**config.mk**
```make
export PLATFORM = sky130hd
export DESIGN_NAME = ncc_ctrl
export DESIGN_NICKNAME = d
export VERILOG_FILES = /design/src/design/ncc_pkg.sv /design/src/design/ncc_ctrl.sv
export SDC_FILE = /design/constraint.sdc
export NUM_CORES = 1
export LEC_CHECK = 0
export BUFFER_PORTS_ARGS = -buffer_cell sky130_fd_sc_hd__buf_2
export CORE_MARGIN = 5
export CORE_UTILIZATION = 30
export CTS_BUF_LIST = sky130_fd_sc_hd__clkbuf_2 sky130_fd_sc_hd__clkbuf_4 sky130_fd_sc_hd__clkbuf_8
export DETAILED_ROUTE_END_ITERATION = 6
export GPL_ROUTABILITY_DRIVEN = 0
export GPL_TIMING_DRIVEN = 0
export PLACE_DENSITY = 0.59
export SYNTH_ARGS = -nofsm -noshare
export SYNTH_HDL_FRONTEND = slang
export SYNTH_SLANG_ARGS = --single-unit
```
**constraint.sdc**
```tcl
create_clock -name i_clk -period 19.39 [get_ports i_clk]
set_input_delay 1.939 -clock i_clk [delete_from_list [all_inputs] [get_ports i_clk]]
set_output_delay 1.939 -clock i_clk [all_outputs]
set_load 0.01 [all_outputs]
```
**src/design/ncc_pkg.sv**
```systemverilog
// Shared types and constants for the NCC stereo disparity block.
package ncc_pkg;

    // Input transfer payload: one pixel pair at the next raster position.
    typedef struct packed {
        logic [7:0] left_pixel;
        logic [7:0] right_pixel;
    } t_in;

    // Result transfer payload.
    typedef struct packed {
        logic [5:0] disparity;
        logic [9:0] out_row;
        logic [8:0] out_col;
        logic       frame_last;
    } t_out;

    // Commands from the controller to the datapath.
    typedef struct packed {
        logic       wr_en;
        logic       start;
        logic       rd_en;
        logic       rd_first;
        logic       rd_last;
        logic       cmp_step;
        logic [1:0] cmp_idx;
        logic       cmp_update;
    } t_dp_cmd;

    // Status from the datapath to the controller.
    typedef struct packed {
        logic sums_ready;
    } t_dp_stat;

    // Result request from the controller to the output register.
    typedef struct packed {
        logic       emit;
        logic [9:0] out_row;
        logic [8:0] out_col;
        logic       frame_last;
    } t_emit;

    // Register map, indexed by word address.
    localparam logic [1:0] REG_SEARCH_RANGE = 2'd0;
    localparam logic [1:0] REG_WINDOW_SIZE  = 2'd1;
    localparam logic [1:0] REG_IMAGE_WIDTH  = 2'd2;
    localparam logic [1:0] REG_IMAGE_HEIGHT = 2'd3;

    // Register reset values.
    localparam logic [5:0]  RST_SEARCH_RANGE = 6'd60;
    localparam logic [3:0]  RST_WINDOW_SIZE  = 4'd4;
    localparam logic [9:0]  RST_IMAGE_WIDTH  = 10'd280;
    localparam logic [10:0] RST_IMAGE_HEIGHT = 11'd223;

endpackage

```
**src/design/ncc_ctrl.sv**
```systemverilog
// Controller: raster position, candidate and column sequencing, result hand-off.
module ncc_ctrl #(
    parameter int MAX_WIDTH     = 512,
    parameter int MAX_HEIGHT    = 1024,
    parameter int MAX_WINDOW    = 8,
    parameter int MAX_DISPARITY = 64
) (
    input  logic                             i_clk,
    input  logic                             i_rst_n,
    input  logic [5:0]                       i_cfg_sr,
    input  logic [$clog2(MAX_WINDOW+1)-1:0]  i_cfg_w,
    input  logic [$clog2(MAX_WIDTH+1)-1:0]   i_cfg_wd,
    input  logic [$clog2(MAX_HEIGHT+1)-1:0]  i_cfg_ht,
    input  logic                             i_in_valid,
    output logic                             o_in_ready,
    input  logic                             i_out_free,
    output ncc_pkg::t_emit                   o_emit,
    output ncc_pkg::t_dp_cmd                 o_cmd,
    input  ncc_pkg::t_dp_stat                i_stat,
    output logic [$clog2(MAX_WIDTH)-1:0]     o_wr_col,
    output logic [$clog2(MAX_WINDOW)-1:0]    o_wr_bank,
    output logic [$clog2(MAX_WIDTH)-1:0]     o_rd_lcol,
    output logic [$clog2(MAX_WIDTH)-1:0]     o_rd_rcol,
    output logic [$clog2(MAX_WINDOW)-1:0]    o_bank_top,
    output logic [$clog2(MAX_DISPARITY)-1:0] o_k
);
    import ncc_pkg::*;

    localparam int CW = $clog2(MAX_WIDTH);
    localparam int RW = $clog2(MAX_HEIGHT);
    localparam int BW = $clog2(MAX_WINDOW);
    localparam int WW = $clog2(MAX_WINDOW + 1);
    localparam int KW = $clog2(MAX_DISPARITY);
    localparam int XW = CW + 1;
    localparam int YW = RW + 1;

    typedef enum logic [2:0] {
        S_IDLE,
        S_READ,
        S_WAIT,
        S_MUL,
        S_UPD,
        S_DONE
    } t_state;

    t_state        r_state, n_state;
    logic [CW-1:0] r_col, n_col;
    logic [RW-1:0] r_row, n_row;
    logic [BW-1:0] r_bank, n_bank;
    logic [9:0]    r_i, n_i;
    logic [CW-1:0] r_j, n_j;
    logic          r_last, n_last;
    logic [BW-1:0] r_bank_top, n_bank_top;
    logic [KW-1:0] r_kmax, n_kmax;
    logic [KW-1:0] r_k, n_k;
    logic [BW-1:0] r_jj, n_jj;
    logic [1:0]    r_p, n_p;

    logic [CW-1:0] p_col;
    logic [YW-1:0] t_row;
    logic [RW-1:0] p_row;
    logic [BW-1:0] p_bank, inc_bank, inc_pbank;
    logic [YW-1:0] r1;
    logic [XW-1:0] c1;
    logic          due, score, last_pos;
    logic [YW-1:0] pos_i;
    logic [CW-1:0] pos_j, jmw;
    logic [KW-1:0] kmax;
    logic [CW-1:0] x_col;
    logic [RW-1:0] x_row;
    logic [BW-1:0] x_bank;
    logic          jj_last;

    // Bank increments wrap at the number of buffered rows.
    assign inc_bank  = (r_bank == BW'(MAX_WINDOW - 1)) ? '0 : r_bank + BW'(1);

    // Position of the arriving pixel, after any wrap caused by a new size.
    always_comb begin
        p_col  = r_col;
        t_row  = YW'(r_row);
        p_bank = r_bank;
        if (r_col >= i_cfg_wd) begin
            p_col  = '0;
            t_row  = YW'(r_row) + YW'(1);
            p_bank = inc_bank;
        end
        p_row = t_row[RW-1:0];
        if (t_row >= i_cfg_ht) begin
            p_row  = '0;
            p_bank = '0;
        end
    end

    assign inc_pbank = (p_bank == BW'(MAX_WINDOW - 1)) ? '0 : p_bank + BW'(1);

    // Window placement and the candidate range for this pixel.
    always_comb begin
        r1       = YW'(p_row) + YW'(1);
        c1       = XW'(p_col) + XW'(1);
        due      = (r1 >= i_cfg_w) && (c1 >= i_cfg_w) && (r1 < i_cfg_ht) && (c1 < i_cfg_wd);
        pos_i    = r1 - YW'(i_cfg_w);
        pos_j    = CW'(c1 - XW'(i_cfg_w));
        score    = (pos_j >= i_cfg_w);
        jmw      = pos_j - CW'(i_cfg_w);
        last_pos = ((YW'(p_row) + YW'(2)) == i_cfg_ht) && ((c1 + XW'(1)) == i_cfg_wd);
        if ((32'(jmw) <= 32'(i_cfg_sr)) && (32'(jmw) <= MAX_DISPARITY - 1)) begin
            kmax = KW'(jmw);
        end else if (32'(i_cfg_sr) <= MAX_DISPARITY - 1) begin
            kmax = KW'(i_cfg_sr);
        end else begin
            kmax = KW'(MAX_DISPARITY - 1);
        end
    end

    // Raster position after this pixel.
    always_comb begin
        x_col  = c1[CW-1:0];
        x_row  = p_row;
        x_bank = p_bank;
        if (c1 >= i_cfg_wd) begin
            x_col  = '0;
            x_row  = r1[RW-1:0];
            x_bank = inc_pbank;
            if (r1 >= i_cfg_ht) begin
                x_row  = '0;
                x_bank = '0;
            end
        end
    end

    assign jj_last = ((WW'(r_jj) + WW'(1)) == i_cfg_w);

    // Next-state logic.
    always_comb begin
        n_state    = r_state;
        n_col      = r_col;
        n_row      = r_row;
        n_bank     = r_bank;
        n_i        = r_i;
        n_j        = r_j;
        n_last     = r_last;
        n_bank_top = r_bank_top;
        n_kmax     = r_kmax;
        n_k        = r_k;
        n_jj       = r_jj;
        n_p        = r_p;
        case (r_state)
            S_IDLE: begin
                if (i_in_valid) begin
                    n_col  = x_col;
                    n_row  = x_row;
                    n_bank = x_bank;
                    if (due) begin
                        n_i        = 10'(pos_i);
                        n_j        = pos_j;
                        n_last     = last_pos;
                        n_bank_top = p_bank;
                        n_kmax     = kmax;
                        n_k        = '0;
                        n_jj       = '0;
                        n_state    = score ? S_READ : S_DONE;
                    end
                end
            end
            S_READ: begin
                n_jj = r_jj + BW'(1);
                if (jj_last) begin
                    n_state = S_WAIT;
                end
            end
            S_WAIT: begin
                if (i_stat.sums_ready) begin
                    n_p     = 2'd0;
                    n_state = S_MUL;
                end
            end
            S_MUL: begin
                n_p = r_p + 2'd1;
                if (r_p == 2'd3) begin
                    n_state = S_UPD;
                end
            end
            S_UPD: begin
                if (r_k == r_kmax) begin
                    n_state = S_DONE;
                end else begin
                    n_k     = r_k + KW'(1);
                    n_jj    = '0;
                    n_state = S_READ;
                end
            end
            S_DONE: begin
                if (i_out_free) begin
                    n_state = S_IDLE;
                end
            end
            default: begin
                n_state = S_IDLE;
            end
        endcase
    end

    // State and sequencing registers.
    always_ff @(posedge i_clk) begin
        if (!i_rst_n) begin
            r_state    <= S_IDLE;
            r_col      <= '0;
            r_row      <= '0;
            r_bank     <= '0;
            r_i        <= '0;
            r_j        <= '0;
            r_last     <= 1'b0;
            r_bank_top <= '0;
            r_kmax     <= '0;
            r_k        <= '0;
            r_jj       <= '0;
            r_p        <= '0;
        end else begin
            r_state    <= n_state;
            r_col      <= n_col;
            r_row      <= n_row;
            r_bank     <= n_bank;
            r_i        <= n_i;
            r_j        <= n_j;
            r_last     <= n_last;
            r_bank_top <= n_bank_top;
            r_kmax     <= n_kmax;
            r_k        <= n_k;
            r_jj       <= n_jj;
            r_p        <= n_p;
        end
    end

    // Commands to the datapath.
    always_comb begin
        o_cmd            = '0;
        o_cmd.wr_en      = (r_state == S_IDLE) && i_in_valid;
        o_cmd.start      = (r_state == S_IDLE) && i_in_valid && due;
        o_cmd.rd_en      = (r_state == S_READ);
        o_cmd.rd_first   = (r_state == S_READ) && (r_jj == '0);
        o_cmd.rd_last    = (r_state == S_READ) && jj_last;
        o_cmd.cmp_step   = (r_state == S_MUL);
        o_cmd.cmp_idx    = r_p;
        o_cmd.cmp_update = (r_state == S_UPD);
    end

    assign o_in_ready = (r_state == S_IDLE);
    assign o_wr_col   = p_col;
    assign o_wr_bank  = p_bank;
    assign o_rd_lcol  = r_j + CW'(r_jj);
    assign o_rd_rcol  = r_j - CW'(r_k) + CW'(r_jj);
    assign o_bank_top = r_bank_top;
    assign o_k        = r_k;

    // Result hand-off to the output register.
    always_comb begin
        o_emit.emit       = (r_state == S_DONE) && i_out_free;
        o_emit.out_row    = r_i;
        o_emit.out_col    = 9'(r_j);
        o_emit.frame_last = r_last;
    end

endmodule

```
==> out/qor.yml <==
netlist.area_leader.share: 0.186
ys_ff_latch: 65
placement.cell_area_um2: 7930
n_antenna_cell: 0
leakage_power_of_the_design_uw: 0.00371
final_critical_period_ns: 13.80
worstSetupPathDepth: 36
post_cts_resized: 0
critical-path-max-stage-delay_ns: 1.09
crit-reg2reg-launch: "r_col[8]$_SDFFE_PN0P_"
crit_start: "i_cfg_wd[5]"
synth_top_area_cells: "sky130_fd_sc_hd__dfxtp_1 19%, sky130_fd_sc_hd__ha_1 16%, sky130_fd_sc_hd__xnor2_1 7.8%, sky130_fd_sc_hd__a21oi_1 4.7%, sky130_fd_sc_hd__nor2_1 4.3%"
worst_hold_path_type: "reg -> reg"
synth_seq_area_share: 0.186
synth_simple_gate_area_frac: 0.221
post_synth.cell_area_avg_um2: 7.84
syn_nets: 1025
power-per-cell-area_nw_per_um2: 87.8
max_cap_viol_count: 0
cts_buffers: 9
timing.critical_path.fanout_max: 10
crit_slowest_cell: "sky130_fd_sc_hd__a2111oi_0"
complex_gate_fraction_of_the_synthesized_area: 0.198
detailedRoute.firstPassIterationCount: 5
number_of_enable_type_register_cells_in_the_synthesized_netlist: 0
dieWidth_um: 163
adder_cell_share_of_the_synthesized_area: 0.179
status: "finished clean"
sum_neg_setup_slack_ns: 0
synth_top_family_by_area: "simple AND/OR/NAND/NOR gates"
slew_viol_final: 0
track_usage: 0.168
path_buf_inv: 11
post_synth_instance_area_um2: 7010
min_from: "r_kmax[0]$_SDFFE_PN0P_"
post-synth-top-area-cell: "sky130_fd_sc_hd__dfxtp_1"
vias_per_instance: 5.10
routed_wirelength_um: 22600
setup_viol_count_final: 0
clock_tree.htree_level_count: 3
synth-async-reset-ratio: 0
placeableCoreArea_um2: 23300
drive_above_1_share: 0.154
clk_latency_ns: 0.37
synthFlopType: "sky130_fd_sc_hd__dfxtp_1"
mux_share_of_post_synthesis_cell_area: 0.0380
grt_pass1_vias: 6495
top_cell_by_count_worst_path: "sky130_fd_sc_hd__ha_1"
floorplan.die.height_um: 163
holdWs_ns: 0.491
post_synth_xor_xnor_area: 0.109
finalClockSkew_ns: 0.0180
clockRootBuffer: "sky130_fd_sc_hd__clkbuf_8"
timing.final.crit_share: 0.711
grt_antenna_before_repair: 1
start_util: 0.301
antenna_left: 0
start_kind: "input pin"
timing.critical_path.max_delay_family: "compound AO/OA/AOI/OAI gates"
detail_route.drc_violations: 0
clk_pin_slew_worst_paths_ns: 0.09
yosysUniqueCellTypes: 78
overflow: 0
worst_slew_margin_rel: 0.103
via_count: 6798
crit_required_ns: 17.45
hold_violation_total_from_the_final_report: 0
finalPower_uw: 715
max_slew.worst_pin.slew_ns: 1.31
area_growth_pct: 16.1
worst-setup-path-type: "in -> out"
achievable-frequency_mhz: 72.5
cts_buffer_depth: 2
post_synth_inst_count: 893
min_delay_path_depth: 2
synth.yosys.warnings: 0
grt_start_max_net_pins: 14
rrSetupSlack_ns: 9.10
final_design_area_no_fill_um2: 8140
power.ir.vdd_worst_mv: 0.0379
place.detailed.hpwl_um: 18700
critical_path_arrival_ns: 11.86
setup_repair_after_global_routing_missed_its_margin: "false"
postCtsSetupBuffers: 0
ctsHoldBuffers: 0
cts_tree: "built"
clkSinkCount: 65
grt_pass1_wl_um: 35300
cp-end-kind: "output port"
worstReg2RegEnd: "r_kmax[4]$_SDFFE_PN0P_"
initialDrtViolationCount: 364
numPortBuffers: 105
num_io_pins: 106
wire_per_inst_um: 17.0
worst_setup_path_endpoint: "o_cmd[7]"
die_area_um2: 26500
reg2reg_depth: 32
fin_nets: 1142
row_count: 56
## worst register-to-register path, delay by kind of cell, from the launching register on
family                     cells  cell delay, ns
xor gates and xnor gates       2            0.54
muxes                          1            0.17
buffers and inverters          6            2.13
AOI/OAI and AO/OA             10            4.40
adders and majority gates      4            1.21
DFF                            1            0.39
and+or+nand+nor                9            1.34
## flip-flops by register name, indices dropped and copies added (netlist names)
| signal | flops |
|---|---|
| r_i | 10 |
| r_row | 10 |
| r_col | 9 |
| r_j | 9 |
| o_k | 6 |
| r_kmax | 6 |
| o_bank_top | 3 |
| r_bank | 3 |
| r_jj | 3 |
| r_state | 3 |
| r_p | 2 |
| r_last | 1 |
## cell families after synthesis
logic type      count (synthesis)
simple gates                  300
compound gates                205
buf+inv                       114
fa+ha+maj                      96
xor+xnor                       87
flops                          65
mux                            26
## cell usage in the layout, fill, tap and decap left out, drive strengths merged, types with 4 or more instances in the layout
cell type  count
clkbuf        33
o221ai         4
o31ai          5
nor3b          7
nor4           5
and3           9
a211oi        21
o21bai         5
xnor2         62
a21oi         66
a21o          15
o211ai         5
o21a           7
ha            89
nand3b         5
nand4         22
nand2b         8
inv           79
nand4b         4
and2          17
or3           14
nand2         55
dfxtp         65
nor3          24
xor2          25
o21ai         39
mux2i         24
clkinv         4
nor2b         10
fa             7
nor2          82
buf          117
nand3         29
o211a          4
## layout make-up
type / instances / area, um2
plain buffers: 36 / 198
well taps: 319 / 399
multi-input cells: 714 / 5210
repair buffers: 106 / 531
clock buffers: 9 / 124
inverters: 78 / 293
flip-flops and latches: 65 / 1300
clock inverters: 7 / 77.6
fillers: 2515 / 15100
## power breakdown
part,switching (uW),leakage [uW],internal (uW)
Combinational,246,0.00308,173
Clock,65.3,0.000100,60.5
Sequential,18.8,0.000528,151
Total,330,0.00371,385
## worst min-delay path by stage
stage,to
5_1_grt,r_i[6]$_SDFFE_PN0P_
6_report,r_kmax[0]$_SDFFE_PN0P_
4_1_cts,r_kmax[0]$_SDFFE_PN0P_
3_3_place_gp,r_kmax[0]$_SDFFE_PN0P_
3_5_place_dp,r_kmax[0]$_SDFFE_PN0P_
2_1_floorplan,r_last$_SDFFE_PN0P_
## Yosys cell counts (4+ instances only)
master,number
sky130_fd_sc_hd__o21a_1,7
sky130_fd_sc_hd__nor3b_1,7
sky130_fd_sc_hd__nand2b_1,8
sky130_fd_sc_hd__mux2i_1,24
sky130_fd_sc_hd__a211oi_1,15
sky130_fd_sc_hd__inv_1,77
sky130_fd_sc_hd__clkbuf_1,23
sky130_fd_sc_hd__and2_1,15
sky130_fd_sc_hd__nor2_1,80
sky130_fd_sc_hd__nand4_1,22
sky130_fd_sc_hd__o211a_1,4
sky130_fd_sc_hd__nor2b_1,10
sky130_fd_sc_hd__and3_1,7
sky130_fd_sc_hd__nand3_1,29
sky130_fd_sc_hd__nand4b_1,4
sky130_fd_sc_hd__buf_4,4
sky130_fd_sc_hd__or3_1,11
sky130_fd_sc_hd__o221ai_1,4
sky130_fd_sc_hd__nor3_1,23
sky130_fd_sc_hd__nand2_1,55
sky130_fd_sc_hd__a211oi_2,5
sky130_fd_sc_hd__xnor2_1,62
sky130_fd_sc_hd__o211ai_1,5
sky130_fd_sc_hd__o21ai_0,39
sky130_fd_sc_hd__ha_1,89
sky130_fd_sc_hd__nand3b_1,4
sky130_fd_sc_hd__o21bai_1,5
sky130_fd_sc_hd__dfxtp_1,65
sky130_fd_sc_hd__fa_1,7
sky130_fd_sc_hd__a21o_1,15
sky130_fd_sc_hd__a21oi_1,66
sky130_fd_sc_hd__xor2_1,25
sky130_fd_sc_hd__nor4_1,5
## per-stage QoR
step | utilization | setup WS, ns | std cells
2_1_floorplan | - | 8.60 | 893
3_3_place_gp | 0.341 | 5.88 | 1317
3_5_place_dp | 0.341 | 5.77 | 1317
4_1_cts | 0.350 | 5.72 | 1333
5_1_grt | 0.350 | 5.14 | 1334
6_report | 0.350 | 5.59 | 1334
## routing by layer
| layer | global-route usage | share of wire | wire length (um) | vias up |
|---|---|---|---|---|
| met5 | 0 | 0.00080 | 18 | - |
| met4 | 0.0496 | 0.021 | 476 | 2 |
| met3 | 0.0380 | 0.067 | 1520 | 32 |
| met2 | 0.275 | 0.45 | 10200 | 188 |
| met1 | 0.223 | 0.46 | 10400 | 3163 |
| li1 | - | - | - | 3413 |
No activity file was read; power rests on OpenSTA's default activity.
